<file path="config.mk">
export PLATFORM = sky130hd
export DESIGN_NAME = incremental_linear_interpolator_top
export DESIGN_NICKNAME = d
export VERILOG_FILES = /design/src/ili_pkg.sv /design/src/incremental_linear_interpolator_top.sv /design/src/ili_useq.sv
export SDC_FILE = /design/constraint.sdc
export NUM_CORES = 2
export LEC_CHECK = 0
export BUFFER_PORTS_ARGS = -buffer_cell sky130_fd_sc_hd__buf_2
export CELL_PAD_IN_SITES_DETAIL_PLACEMENT = 2
export CELL_PAD_IN_SITES_GLOBAL_PLACEMENT = 2
export CORE_ASPECT_RATIO = 0.9
export CORE_MARGIN = 2
export CORE_UTILIZATION = 41
export DETAILED_ROUTE_END_ITERATION = 7
export PLACE_DENSITY = 0.91
export SYNTH_ARGS = -nofsm -noshare
export SYNTH_HDL_FRONTEND = slang
export SYNTH_SLANG_ARGS = --single-unit
export TNS_END_PERCENT = 5
</file>
<file path="constraint.sdc">
create_clock -name clk -period 9.1 [get_ports clk]
set_input_delay 0.455 -clock clk [delete_from_list [all_inputs] [get_ports clk]]
set_output_delay 0.455 -clock clk [all_outputs]
set_load 0.02 [all_outputs]
</file>
<file path="src/ili_pkg.sv">
package ili_pkg;

    // Coordinate width and the widths that follow from it.
    localparam int COORD_BITS = 16;
    localparam int T_W        = COORD_BITS + 2;   // b - 1 - a, signed
    localparam int DIFF_W     = COORD_BITS + 1;   // f - d and c - a, signed
    localparam int SPAN_W     = COORD_BITS + 1;   // absolute spans, unsigned
    localparam int ERR_W      = SPAN_W + 1;       // error term, signed
    localparam int E_W        = SPAN_W + 2;       // error term plus span, signed
    localparam int EQ_W       = SPAN_W + 1;       // positive part of e, step dividend
    localparam int PROD_W     = 2 * SPAN_W;       // |t| * |f - d|, start dividend
    localparam int CNT_W      = $clog2(PROD_W + 1);
    localparam int CUR_W      = 36;               // stored interpolated value
    localparam int VALUE_W    = 32;               // emitted value

    // Microcode layout.
    localparam int UPC_W  = 4;
    localparam int OP_W   = 4;
    localparam int COND_W = 4;

    // Datapath operations.
    localparam logic [OP_W-1:0] OP_NONE  = 4'd0;
    localparam logic [OP_W-1:0] OP_PREP  = 4'd1;
    localparam logic [OP_W-1:0] OP_MUL   = 4'd2;
    localparam logic [OP_W-1:0] OP_DIV   = 4'd3;
    localparam logic [OP_W-1:0] OP_SFIN  = 4'd4;
    localparam logic [OP_W-1:0] OP_ZFIN  = 4'd5;
    localparam logic [OP_W-1:0] OP_ESUM  = 4'd6;
    localparam logic [OP_W-1:0] OP_DLOAD = 4'd7;
    localparam logic [OP_W-1:0] OP_APPQ  = 4'd8;
    localparam logic [OP_W-1:0] OP_APP1  = 4'd9;
    localparam logic [OP_W-1:0] OP_KEEP  = 4'd10;
    localparam logic [OP_W-1:0] OP_EMIT  = 4'd11;

    // Jump conditions.
    localparam logic [COND_W-1:0] C_NEVER   = 4'd0;
    localparam logic [COND_W-1:0] C_ALWAYS  = 4'd1;
    localparam logic [COND_W-1:0] C_NOFIRE  = 4'd2;
    localparam logic [COND_W-1:0] C_ISSTEP  = 4'd3;
    localparam logic [COND_W-1:0] C_CAZERO  = 4'd4;
    localparam logic [COND_W-1:0] C_DIVMORE = 4'd5;
    localparam logic [COND_W-1:0] C_NOSTEP  = 4'd6;
    localparam logic [COND_W-1:0] C_ELT     = 4'd7;
    localparam logic [COND_W-1:0] C_ELT2    = 4'd8;
    localparam logic [COND_W-1:0] C_OBUSY   = 4'd9;

    typedef struct packed {
        logic                  take;    // input channel open in this step
        logic [OP_W-1:0]       op;
        logic [COND_W-1:0]     cond;
        logic [UPC_W-1:0]      target;
        logic                  fin;     // fall through to the idle step
    } cw_t;

    typedef struct packed {
        logic no_fire;
        logic is_step;
        logic ca_zero;
        logic div_more;
        logic no_step;
        logic e_lt;
        logic e_lt2;
        logic out_busy;
    } flags_t;

    typedef struct packed {
        logic                         req_type;
        logic signed [COORD_BITS-1:0] src_start;
        logic signed [COORD_BITS-1:0] src_pos;
        logic signed [COORD_BITS-1:0] src_end;
        logic signed [COORD_BITS-1:0] dst_start;
        logic signed [COORD_BITS-1:0] dst_end;
    } item_t;

    typedef struct packed {
        logic signed [VALUE_W-1:0] value;
        logic                      fault;
    } result_t;

endpackage

</file>
<file path="src/incremental_linear_interpolator_top.sv">
// Incremental linear interpolator: a DDA stepper that walks a value linearly
// across a span, one source position per step, as a rasterizer does per column.
// The item channel (item_valid, item_ready, item) carries start and step beats.
// A start beat maps src_start..src_end onto dst_start..dst_end, places the
// stepper one position before src_pos, and produces no result. A step beat
// advances one position and produces one result beat (value, fault) on the
// result channel (result_valid, result_ready, result).
// A start beat runs one 17x17 multiply, then a shift-subtract divide of the
// 34-bit product on the shared divider; both are skipped when the source width
// is zero. A step beat goes straight to the emit step when the stepper is faulted
// or unstarted, keeps the value when it does not move, adds one when it moves by
// one, and divides the 18-bit error term when it moves by more than one. The
// result is registered and appears the cycle after the emit step. The item
// channel is open only in the idle step, so no item is taken while one is in work.
// Reset clears the stepper to value zero, no fault, zero spans. A result waits
// in its output register while result_ready is low; the next item is still
// accepted and processed, and its own result waits in the emit step.
module incremental_linear_interpolator_top (
    input  logic             clk,
    input  logic             rst_n,
    input  logic             item_valid,
    output logic             item_ready,
    input  ili_pkg::item_t   item,
    output logic             result_valid,
    input  logic             result_ready,
    output ili_pkg::result_t result
);
    import ili_pkg::*;

    // Control from the microcode sequencer and status back to it.
    cw_t    cw;
    flags_t flags;

    // Captured input beat.
    item_t in_reg;
    logic  fire;

    // Stepper state.
    logic signed [CUR_W-1:0] cur_reg;
    logic signed [CUR_W-1:0] cur_next;
    logic signed [ERR_W-1:0] err_reg;
    logic signed [ERR_W-1:0] err_next;
    logic [SPAN_W-1:0]       dspan_reg;
    logic [SPAN_W-1:0]       sspan_reg;
    logic                    neg_reg;
    logic                    fault_reg;

    // Start scratch: operand magnitude and result signs.
    logic [SPAN_W-1:0] tabs_reg;
    logic              tneg_reg;
    logic              qneg_reg;

    // Step scratch: error term plus destination span.
    logic signed [E_W-1:0] e_reg;
    logic signed [E_W-1:0] e_sum;

    // Shared shift-subtract divider.
    logic [PROD_W-1:0] dvd_reg;
    logic [PROD_W-1:0] dvd_next;
    logic [SPAN_W-1:0] rem_reg;
    logic [SPAN_W-1:0] rem_next;
    logic [CNT_W-1:0]  cnt_reg;
    logic [CNT_W-1:0]  cnt_next;
    logic [SPAN_W:0]   div_sh;
    logic [SPAN_W:0]   div_diff;
    logic              div_ge;

    // Output register.
    result_t out_reg;
    logic    out_valid_reg;
    logic    out_valid_next;
    logic    out_busy;

    // Start decode.
    logic signed [T_W-1:0]    t_val;
    logic signed [DIFF_W-1:0] fd_val;
    logic signed [DIFF_W-1:0] ca_val;
    logic [SPAN_W-1:0]        t_abs;
    logic [SPAN_W-1:0]        fd_abs;
    logic [SPAN_W-1:0]        ca_abs;

    // Value update through one saturating adder.
    logic signed [CUR_W-1:0] add_base;
    logic signed [CUR_W:0]   add_delta;
    logic signed [CUR_W-1:0] add_sum;
    logic signed [CUR_W:0]   mag;

    function automatic logic signed [CUR_W-1:0] sat_add(
        input logic signed [CUR_W-1:0] base,
        input logic signed [CUR_W:0]   delta
    );
        logic signed [CUR_W+1:0] s;
        logic signed [CUR_W-1:0] r;
        s = {{2{base[CUR_W-1]}}, base} + {delta[CUR_W], delta};
        if ((s[CUR_W+1:CUR_W-1] == 3'b000) || (s[CUR_W+1:CUR_W-1] == 3'b111))
        begin
            r = s[CUR_W-1:0];
        end
        else if (s[CUR_W+1])
        begin
            r = {1'b1, {(CUR_W-1){1'b0}}};
        end
        else
        begin
            r = {1'b0, {(CUR_W-1){1'b1}}};
        end
        return r;
    endfunction

    function automatic logic signed [VALUE_W-1:0] sat_out(input logic signed [CUR_W-1:0] v);
        logic signed [VALUE_W-1:0] r;
        if ((v[CUR_W-1:VALUE_W-1] == '0) || (v[CUR_W-1:VALUE_W-1] == '1))
        begin
            r = v[VALUE_W-1:0];
        end
        else if (v[CUR_W-1])
        begin
            r = {1'b1, {(VALUE_W-1){1'b0}}};
        end
        else
        begin
            r = {1'b0, {(VALUE_W-1){1'b1}}};
        end
        return r;
    endfunction

    ili_useq u_useq (
        .clk   (clk),
        .rst_n (rst_n),
        .flags (flags),
        .cw    (cw)
    );

    assign item_ready   = cw.take;
    assign fire         = item_valid && item_ready;
    assign result_valid = out_valid_reg;
    assign result       = out_reg;
    assign out_busy     = out_valid_reg && !result_ready;

    // Start decode: t = b - 1 - a, spans and their magnitudes.
    always_comb
    begin
        t_val  = T_W'(in_reg.src_pos) - T_W'(1) - T_W'(in_reg.src_start);
        fd_val = DIFF_W'(in_reg.dst_end) - DIFF_W'(in_reg.dst_start);
        ca_val = DIFF_W'(in_reg.src_end) - DIFF_W'(in_reg.src_start);
        t_abs  = t_val[T_W-1]     ? SPAN_W'(-t_val)  : SPAN_W'(t_val);
        fd_abs = fd_val[DIFF_W-1] ? SPAN_W'(-fd_val) : SPAN_W'(fd_val);
        ca_abs = ca_val[DIFF_W-1] ? SPAN_W'(-ca_val) : SPAN_W'(ca_val);
    end

    assign e_sum = E_W'(err_reg) + $signed({1'b0, dspan_reg});

    // One restoring divide iteration: quotient bits shift in at the bottom.
    always_comb
    begin
        div_sh   = {rem_reg, dvd_reg[PROD_W-1]};
        div_ge   = div_sh >= {1'b0, sspan_reg};
        div_diff = div_sh - {1'b0, sspan_reg};
    end

    always_comb
    begin
        flags.no_fire  = !fire;
        flags.is_step  = in_reg.req_type;
        flags.ca_zero  = (ca_val == '0);
        flags.div_more = (cnt_reg != CNT_W'(1));
        flags.no_step  = fault_reg || (sspan_reg == '0);
        flags.e_lt     = e_reg < $signed({1'b0, sspan_reg});
        flags.e_lt2    = e_reg < $signed({1'b0, sspan_reg, 1'b0});
        flags.out_busy = out_busy;
    end

    // Operands of the saturating adder: the start value is d plus the signed
    // quotient, a step moves the current value by the whole spans crossed.
    always_comb
    begin
        add_base  = cur_reg;
        add_delta = '0;
        mag       = '0;
        unique case (cw.op)
            OP_SFIN:
            begin
                add_base  = CUR_W'(in_reg.dst_start);
                mag       = (CUR_W+1)'(dvd_reg);
                add_delta = qneg_reg ? -mag : mag;
            end
            OP_APPQ:
            begin
                mag       = (CUR_W+1)'(dvd_reg[EQ_W-1:0]);
                add_delta = neg_reg ? -mag : mag;
            end
            OP_APP1:
            begin
                mag       = (CUR_W+1)'(1);
                add_delta = neg_reg ? -mag : mag;
            end
            default:
            begin
                add_base  = cur_reg;
                add_delta = '0;
            end
        endcase
        add_sum = sat_add(add_base, add_delta);
    end

    always_comb
    begin
        cur_next       = cur_reg;
        err_next       = err_reg;
        dvd_next       = dvd_reg;
        rem_next       = rem_reg;
        cnt_next       = cnt_reg;
        out_valid_next = out_valid_reg && !result_ready;
        unique case (cw.op)
            OP_MUL:
            begin
                dvd_next = tabs_reg * dspan_reg;
                rem_next = '0;
                cnt_next = CNT_W'(PROD_W);
            end
            OP_DIV:
            begin
                dvd_next = {dvd_reg[PROD_W-2:0], div_ge};
                rem_next = div_ge ? div_diff[SPAN_W-1:0] : div_sh[SPAN_W-1:0];
                cnt_next = cnt_reg - 1'b1;
            end
            OP_SFIN:
            begin
                cur_next = add_sum;
                err_next = tneg_reg ? -ERR_W'(rem_reg) : ERR_W'(rem_reg);
            end
            OP_ZFIN:
            begin
                cur_next = CUR_W'(in_reg.dst_start);
                err_next = '0;
            end
            OP_DLOAD:
            begin
                dvd_next = {e_reg[EQ_W-1:0], (PROD_W-EQ_W)'(0)};
                rem_next = '0;
                cnt_next = CNT_W'(EQ_W);
            end
            OP_APPQ:
            begin
                cur_next = add_sum;
                err_next = ERR_W'(rem_reg);
            end
            OP_APP1:
            begin
                cur_next = add_sum;
                err_next = ERR_W'(e_reg - $signed({1'b0, sspan_reg}));
            end
            OP_KEEP:
            begin
                err_next = ERR_W'(e_reg);
            end
            OP_EMIT:
            begin
                if (!out_busy)
                begin
                    out_valid_next = 1'b1;
                end
            end
            default:
            begin
                cur_next = cur_reg;
            end
        endcase
    end

    always_ff @(posedge clk or negedge rst_n)
    begin
        if (!rst_n)
        begin
            cur_reg       <= '0;
            err_reg       <= '0;
            dspan_reg     <= '0;
            sspan_reg     <= '0;
            neg_reg       <= 1'b0;
            fault_reg     <= 1'b0;
            cnt_reg       <= '0;
            out_valid_reg <= 1'b0;
        end
        else
        begin
            cur_reg       <= cur_next;
            err_reg       <= err_next;
            cnt_reg       <= cnt_next;
            out_valid_reg <= out_valid_next;
            if (cw.op == OP_PREP)
            begin
                dspan_reg <= fd_abs;
                sspan_reg <= ca_abs;
                neg_reg   <= (in_reg.dst_end < in_reg.dst_start) !=
                             (in_reg.src_end < in_reg.src_start);
                fault_reg <= (ca_val == '0);
            end
        end
    end

    // Payload and scratch registers need no reset.
    always_ff @(posedge clk)
    begin
        if (fire)
        begin
            in_reg <= item;
        end
        if (cw.op == OP_PREP)
        begin
            tabs_reg <= t_abs;
            tneg_reg <= t_val[T_W-1];
            qneg_reg <= t_val[T_W-1] ^ fd_val[DIFF_W-1] ^ ca_val[DIFF_W-1];
        end
        if (cw.op == OP_ESUM)
        begin
            e_reg <= e_sum;
        end
        dvd_reg <= dvd_next;
        rem_reg <= rem_next;
        if ((cw.op == OP_EMIT) && !out_busy)
        begin
            out_reg.value <= sat_out(cur_reg);
            out_reg.fault <= fault_reg;
        end
    end

    // A new result beat is raised only by the emit step.
    a_emit_only: assert property (@(posedge clk) disable iff (!rst_n)
        $rose(out_valid_reg) |-> $past(cw.op == OP_EMIT))
        else $error("result beat raised outside the emit step");

    // A faulted stepper never moves its value.
    a_fault_hold: assert property (@(posedge clk) disable iff (!rst_n)
        !(fault_reg && ((cw.op == OP_APPQ) || (cw.op == OP_APP1))))
        else $error("value moved while the span is faulted");

    // The divider's partial remainder stays below the divisor.
    a_rem_bound: assert property (@(posedge clk) disable iff (!rst_n)
        (cw.op == OP_DIV) |=> (rem_reg < sspan_reg))
        else $error("divider remainder out of range");

    // When waiting for an item, the error term lies strictly inside the span.
    a_err_bound: assert property (@(posedge clk) disable iff (!rst_n)
        (cw.take && !fault_reg && (sspan_reg != '0)) |->
        ((err_reg < $signed({1'b0, sspan_reg})) && (-err_reg < $signed({1'b0, sspan_reg}))))
        else $error("error term outside the source span");

endmodule

</file>
<file path="src/ili_useq.sv">
module ili_useq (
    input  logic           clk,
    input  logic           rst_n,
    input  ili_pkg::flags_t flags,
    output ili_pkg::cw_t    cw
);
    import ili_pkg::*;

    // Program addresses.
    localparam logic [UPC_W-1:0] A_IDLE  = 4'd0;
    localparam logic [UPC_W-1:0] A_DISP  = 4'd1;
    localparam logic [UPC_W-1:0] A_PREP  = 4'd2;
    localparam logic [UPC_W-1:0] A_MUL   = 4'd3;
    localparam logic [UPC_W-1:0] A_SDIV  = 4'd4;
    localparam logic [UPC_W-1:0] A_SFIN  = 4'd5;
    localparam logic [UPC_W-1:0] A_ZFIN  = 4'd6;
    localparam logic [UPC_W-1:0] A_ESUM  = 4'd7;
    localparam logic [UPC_W-1:0] A_TEST  = 4'd8;
    localparam logic [UPC_W-1:0] A_DLOAD = 4'd9;
    localparam logic [UPC_W-1:0] A_QDIV  = 4'd10;
    localparam logic [UPC_W-1:0] A_APPQ  = 4'd11;
    localparam logic [UPC_W-1:0] A_APP1  = 4'd12;
    localparam logic [UPC_W-1:0] A_KEEP  = 4'd13;
    localparam logic [UPC_W-1:0] A_EMIT  = 4'd14;
    localparam logic [UPC_W-1:0] A_SPARE = 4'd15;

    logic [UPC_W-1:0] upc_reg;
    logic [UPC_W-1:0] upc_next;
    logic             jump;

    function automatic cw_t rom(input logic [UPC_W-1:0] a);
        cw_t w;
        w = '{take: 1'b0, op: OP_NONE, cond: C_NEVER, target: A_IDLE, fin: 1'b0};
        unique case (a)
            A_IDLE:  w = '{take: 1'b1, op: OP_NONE,  cond: C_NOFIRE,  target: A_IDLE,
                           fin: 1'b0};
            A_DISP:  w = '{take: 1'b0, op: OP_NONE,  cond: C_ISSTEP,  target: A_ESUM,
                           fin: 1'b0};
            A_PREP:  w = '{take: 1'b0, op: OP_PREP,  cond: C_CAZERO,  target: A_ZFIN,
                           fin: 1'b0};
            A_MUL:   w = '{take: 1'b0, op: OP_MUL,   cond: C_NEVER,   target: A_IDLE,
                           fin: 1'b0};
            A_SDIV:  w = '{take: 1'b0, op: OP_DIV,   cond: C_DIVMORE, target: A_SDIV,
                           fin: 1'b0};
            A_SFIN:  w = '{take: 1'b0, op: OP_SFIN,  cond: C_NEVER,   target: A_IDLE,
                           fin: 1'b1};
            A_ZFIN:  w = '{take: 1'b0, op: OP_ZFIN,  cond: C_NEVER,   target: A_IDLE,
                           fin: 1'b1};
            A_ESUM:  w = '{take: 1'b0, op: OP_ESUM,  cond: C_NOSTEP,  target: A_EMIT,
                           fin: 1'b0};
            A_TEST:  w = '{take: 1'b0, op: OP_NONE,  cond: C_ELT,     target: A_KEEP,
                           fin: 1'b0};
            A_DLOAD: w = '{take: 1'b0, op: OP_DLOAD, cond: C_ELT2,    target: A_APP1,
                           fin: 1'b0};
            A_QDIV:  w = '{take: 1'b0, op: OP_DIV,   cond: C_DIVMORE, target: A_QDIV,
                           fin: 1'b0};
            A_APPQ:  w = '{take: 1'b0, op: OP_APPQ,  cond: C_ALWAYS,  target: A_EMIT,
                           fin: 1'b0};
            A_APP1:  w = '{take: 1'b0, op: OP_APP1,  cond: C_ALWAYS,  target: A_EMIT,
                           fin: 1'b0};
            A_KEEP:  w = '{take: 1'b0, op: OP_KEEP,  cond: C_NEVER,   target: A_IDLE,
                           fin: 1'b0};
            A_EMIT:  w = '{take: 1'b0, op: OP_EMIT,  cond: C_OBUSY,   target: A_EMIT,
                           fin: 1'b1};
            A_SPARE: w = '{take: 1'b0, op: OP_NONE,  cond: C_ALWAYS,  target: A_IDLE,
                           fin: 1'b0};
        endcase
        return w;
    endfunction

    assign cw = rom(upc_reg);

    always_comb
    begin
        jump = 1'b0;
        unique case (cw.cond)
            C_NEVER:   jump = 1'b0;
            C_ALWAYS:  jump = 1'b1;
            C_NOFIRE:  jump = flags.no_fire;
            C_ISSTEP:  jump = flags.is_step;
            C_CAZERO:  jump = flags.ca_zero;
            C_DIVMORE: jump = flags.div_more;
            C_NOSTEP:  jump = flags.no_step;
            C_ELT:     jump = flags.e_lt;
            C_ELT2:    jump = flags.e_lt2;
            C_OBUSY:   jump = flags.out_busy;
            default:   jump = 1'b0;
        endcase
    end

    always_comb
    begin
        priority if (jump)
        begin
            upc_next = cw.target;
        end
        else if (cw.fin)
        begin
            upc_next = A_IDLE;
        end
        else
        begin
            upc_next = upc_reg + 1'b1;
        end
    end

    always_ff @(posedge clk or negedge rst_n)
    begin
        if (!rst_n)
        begin
            upc_reg <= A_IDLE;
        end
        else
        begin
            upc_reg <= upc_next;
        end
    end

endmodule
</file>
==> results.py <==
metrics = {
    "status": {
        "status": "finished clean",
    },
    "cts": {
        "cts_made_buffers": 37,
        "clock_sink_count": 304,
        "cts.path.max_buffers": 3,
        "root_buffer": "sky130_fd_sc_hd__clkbuf_16",
        "cts_tree": "built",
        "clk_pin_slew_worst_paths_ns": 0.06,
        "htree_levels": 2,
        "clock_insertion_delay_worst_skew_ns": 0.59,
        "post-cts-setup-buffers": 0,
    },
    "grt": {
        "globalRouteTotalUtil_pct": 32.7,
        "first_global_vias": 31800,
        "grt_overflow": 0,
        "grt_pass1_wl_mm": 195,
        "grt_max_degree": 71,
        "antenna_violations_before_repair": 5,
    },
    "setup_path": {
        "worst_r2r_path_cells": 25,
        "reg_to_reg_startpoint": "u_useq.upc_reg[2]",
        "r2r_end": "cur_reg[34]",
        "crit_path_start_kind": "register",
        "worst_ep_required_time_ns": 9.56,
        "timing.critical_path.fanout_max": 25,
        "crit_arrival_ns": 8.69,
        "setup.worst_path.end_class": "register",
        "crit_type": "reg -> reg",
        "timing.reg2reg.setup_slack_ns": 0.87,
    },
    "synth": {
        "netlist.top_cell.by_area": "sky130_fd_sc_hd__edfxtp_1",
        "dominantRegCellSynth": "sky130_fd_sc_hd__edfxtp_1",
        "netlist_instances": 3422,
        "ys.warnings.count": 0,
        "top_cell_type_s_share_of_synthesized_area_pct": 19.7,
        "synth.net_count": 4016,
        "edff_count_synth": 203,
        "ys_seq_area_share_pct": 27.8,
        "synth_async_sr_flop_share_pct": 33.2,
        "syn-cell-area_um2": 31000,
        "synth_cell_types": 83,
        "postSynthAreaPerCell_um2": 9.05,
        "synth.ff_latch_count": 304,
        "yosys-top-cells-area": "sky130_fd_sc_hd__edfxtp_1 20%, sky130_fd_sc_hd__fa_1 15%, sky130_fd_sc_hd__ha_1 11%, sky130_fd_sc_hd__dfrtp_1 8.2%, sky130_fd_sc_hd__nand2_1 5.0%",
    },
    "route": {
        "detailedRoute.firstIterationViolations": 2024,
        "route.layer.met1.wl_mm": 49.4,
        "first_pass_detailed_route_iteration_total": 8,
        "wl_met2_mm": 62.5,
        "wl_met3_mm": 7.58,
        "ant_nets": 0,
        "top_signal_layer_used": "met5",
        "finalWirelength_mm": 127,
        "viasPerCell": 6.24,
        "route.detailed.drc": 0,
        "num_vias": 27900,
        "wirelength_per_cell_um": 28.4,
    },
    "layout": {
        "area_growth_pct": 9.09,
        "drive_above_1_share_pct": 7.38,
        "largest_reg_flops": 80,
        "final_nets": 4074,
        "num_antenna_cells": 0,
        "filler_cell_count_in_the_final_layout": 7966,
    },
    "run": {
        "maximum_capacitance_violations": 0,
    },
    "die": {
        "die_y_um": 265,
        "placement_rows": 95,
        "core_region_um2": 74800,
        "ios": 120,
        "floorplan.initialDensity_pct": 41.4,
        "dieArea_um2": 77800,
        "die_width_um": 294,
    },
    "timing": {
        "final.min_clock_period_ns": 8.23,
        "final.period_utilization_pct": 90.5,
        "worst_skew_ns": 0.0324,
        "hold_violations": 0,
        "relSlewSlack_pct": 16.5,
        "setup-tns-final_ns": 0,
        "max_slew.worst_pin.slew_ns": 1.25,
        "unrepaired_setup_endpoints_after_global_routing": "no",
        "setup_viol": 0,
        "fmax_mhz": 121,
        "slew_violations": 0,
        "final_worst_path_setup_slack_ns": 0.865,
    },
    "hold_path": {
        "min-delay-start": "item[37]",
        "timing.hold.worst_path_depth": 1,
        "hold_class": "in -> reg",
        "hold_path_end": "in_reg[37]",
    },
    "place": {
        "place.port_buffers": 119,
        "place_ws_ns": 1.28,
        "finalWeightedCongestion": 0.874,
        "hpwlAfterDp_mm": 93.6,
    },
}
-- timing repair --
item	CTS	global route
hold buffers	1	0
endpoints found under the hold margin	41	0
resized for setup	0	0
-- cells by family after synthesis --
family	share of synthesized area (%)
xor+xnor	5.68
fa+ha+maj	26.2
simple gates	15.8
compound gates	17.5
flops	27.8
mux	0.602
buf+inv	6.44
-- metrics by stage --
stage,instance area (um2),hold WS (ns),util (%),instances
floorplan,31000,0.159,-,3422
global placement,32600,0.461,43.6,4410
detailed placement,32600,0.504,43.6,4410
CTS,33800,0.0261,45.2,4479
global route,33800,0.0361,45.2,4479
finish,33800,0.0492,45.2,4479
-- worst max-delay path, cell delays in order (launching register included) --
cell and delay [ns]:
sky130_fd_sc_hd__dfrtp_1 0.75, sky130_fd_sc_hd__inv_1 0.30, sky130_fd_sc_hd__nor3_1 0.41, sky130_fd_sc_hd__a21o_1 0.13, sky130_fd_sc_hd__buf_4 0.31, sky130_fd_sc_hd__nand2_1 0.16, sky130_fd_sc_hd__nor2_1 0.91, sky130_fd_sc_hd__nand2_1 0.32
sky130_fd_sc_hd__o21ai_1 0.21, sky130_fd_sc_hd__buf_4 0.25, sky130_fd_sc_hd__nand2_1 0.16, sky130_fd_sc_hd__nor3_1 0.28, sky130_fd_sc_hd__o21ai_0 0.16, sky130_fd_sc_hd__o311ai_0 0.17, sky130_fd_sc_hd__ha_1 0.38, sky130_fd_sc_hd__a21oi_1 0.18
sky130_fd_sc_hd__o21ai_0 0.10, sky130_fd_sc_hd__a41oi_1 0.42, sky130_fd_sc_hd__a221oi_1 0.19, sky130_fd_sc_hd__nor2_1 0.33, sky130_fd_sc_hd__o21ai_0 0.32, sky130_fd_sc_hd__nand2_1 0.15, sky130_fd_sc_hd__a32o_1 0.26, sky130_fd_sc_hd__a211o_1 0.49
sky130_fd_sc_hd__o21ai_2 0.37, sky130_fd_sc_hd__a221o_1 0.37
-- worst max path at each step --
stage,from,end,depth (start not counted)
after CTS,u_useq.upc_reg[2],cur_reg[15],25
final,u_useq.upc_reg[2],cur_reg[34],25
after floorplan,dspan_reg[10],dvd_reg[30],23
after global routing,u_useq.upc_reg[2],cur_reg[25],25
after global placement,u_useq.upc_reg[2],cur_reg[29],24
after detailed placement,u_useq.upc_reg[2],cur_reg[28],25
-- per-layer routing --
layer | vias to the layer above | GRT usage (%)
met1 | 14300 | 38.8
met4 | 6 | 17.5
met5 | - | 0
li1 | 11900 | -
met3 | 486 | 4.73
met2 | 1225 | 57.2
-- area by class of cell --
class | count | area (um2) | area share (%)
clock buffers | 47 | 1020 | 3.01
inverters | 396 | 1490 | 4.40
clock inverters | 21 | 195 | 0.578
well taps | 970 | 1210 | 3.59
flip-flops and latches | 304 | 8620 | 25.5
repair buffers | 153 | 856 | 2.53
multi-input cells | 2588 | 20400 | 60.4
-- cell usage in the layout (no fill, tap or decap), drive strengths merged, types with 26 or more instances in the layout --
master    n
nand2   411
inv     398
ha      278
o21ai   232
fa      231
edfxtp  203
nor2    198
a21oi   186
buf     152
and2    133
xnor2   117
a21o    112
dfrtp   101
xor2     84
nor3     53
nand3    50
clkbuf   47
or3      31
nand2b   30
o21a     27
nor2b    27
a31oi    26
-- cells in the mapped netlist (25+ instances only) --
cell type and instances:
sky130_fd_sc_hd__edfxtp_1 203, sky130_fd_sc_hd__clkbuf_1 127, sky130_fd_sc_hd__a31oi_1 26, sky130_fd_sc_hd__nand3_1 50, sky130_fd_sc_hd__or3_1 29, sky130_fd_sc_hd__inv_1 395
sky130_fd_sc_hd__a21oi_1 186, sky130_fd_sc_hd__a211oi_1 25, sky130_fd_sc_hd__nor2_1 198, sky130_fd_sc_hd__nor2b_1 27, sky130_fd_sc_hd__a21o_1 112, sky130_fd_sc_hd__and2_1 133
sky130_fd_sc_hd__dfrtp_1 101, sky130_fd_sc_hd__ha_1 278, sky130_fd_sc_hd__o21ai_0 224, sky130_fd_sc_hd__xor2_1 84, sky130_fd_sc_hd__xnor2_1 117, sky130_fd_sc_hd__nand2b_1 29
sky130_fd_sc_hd__fa_1 231, sky130_fd_sc_hd__nand2_1 411, sky130_fd_sc_hd__nor3_1 52, sky130_fd_sc_hd__o21a_1 27
Power is left out: the tool's default activity adds up to more than one toggle a clock period on the data nets, which glitch-free logic cannot reach.
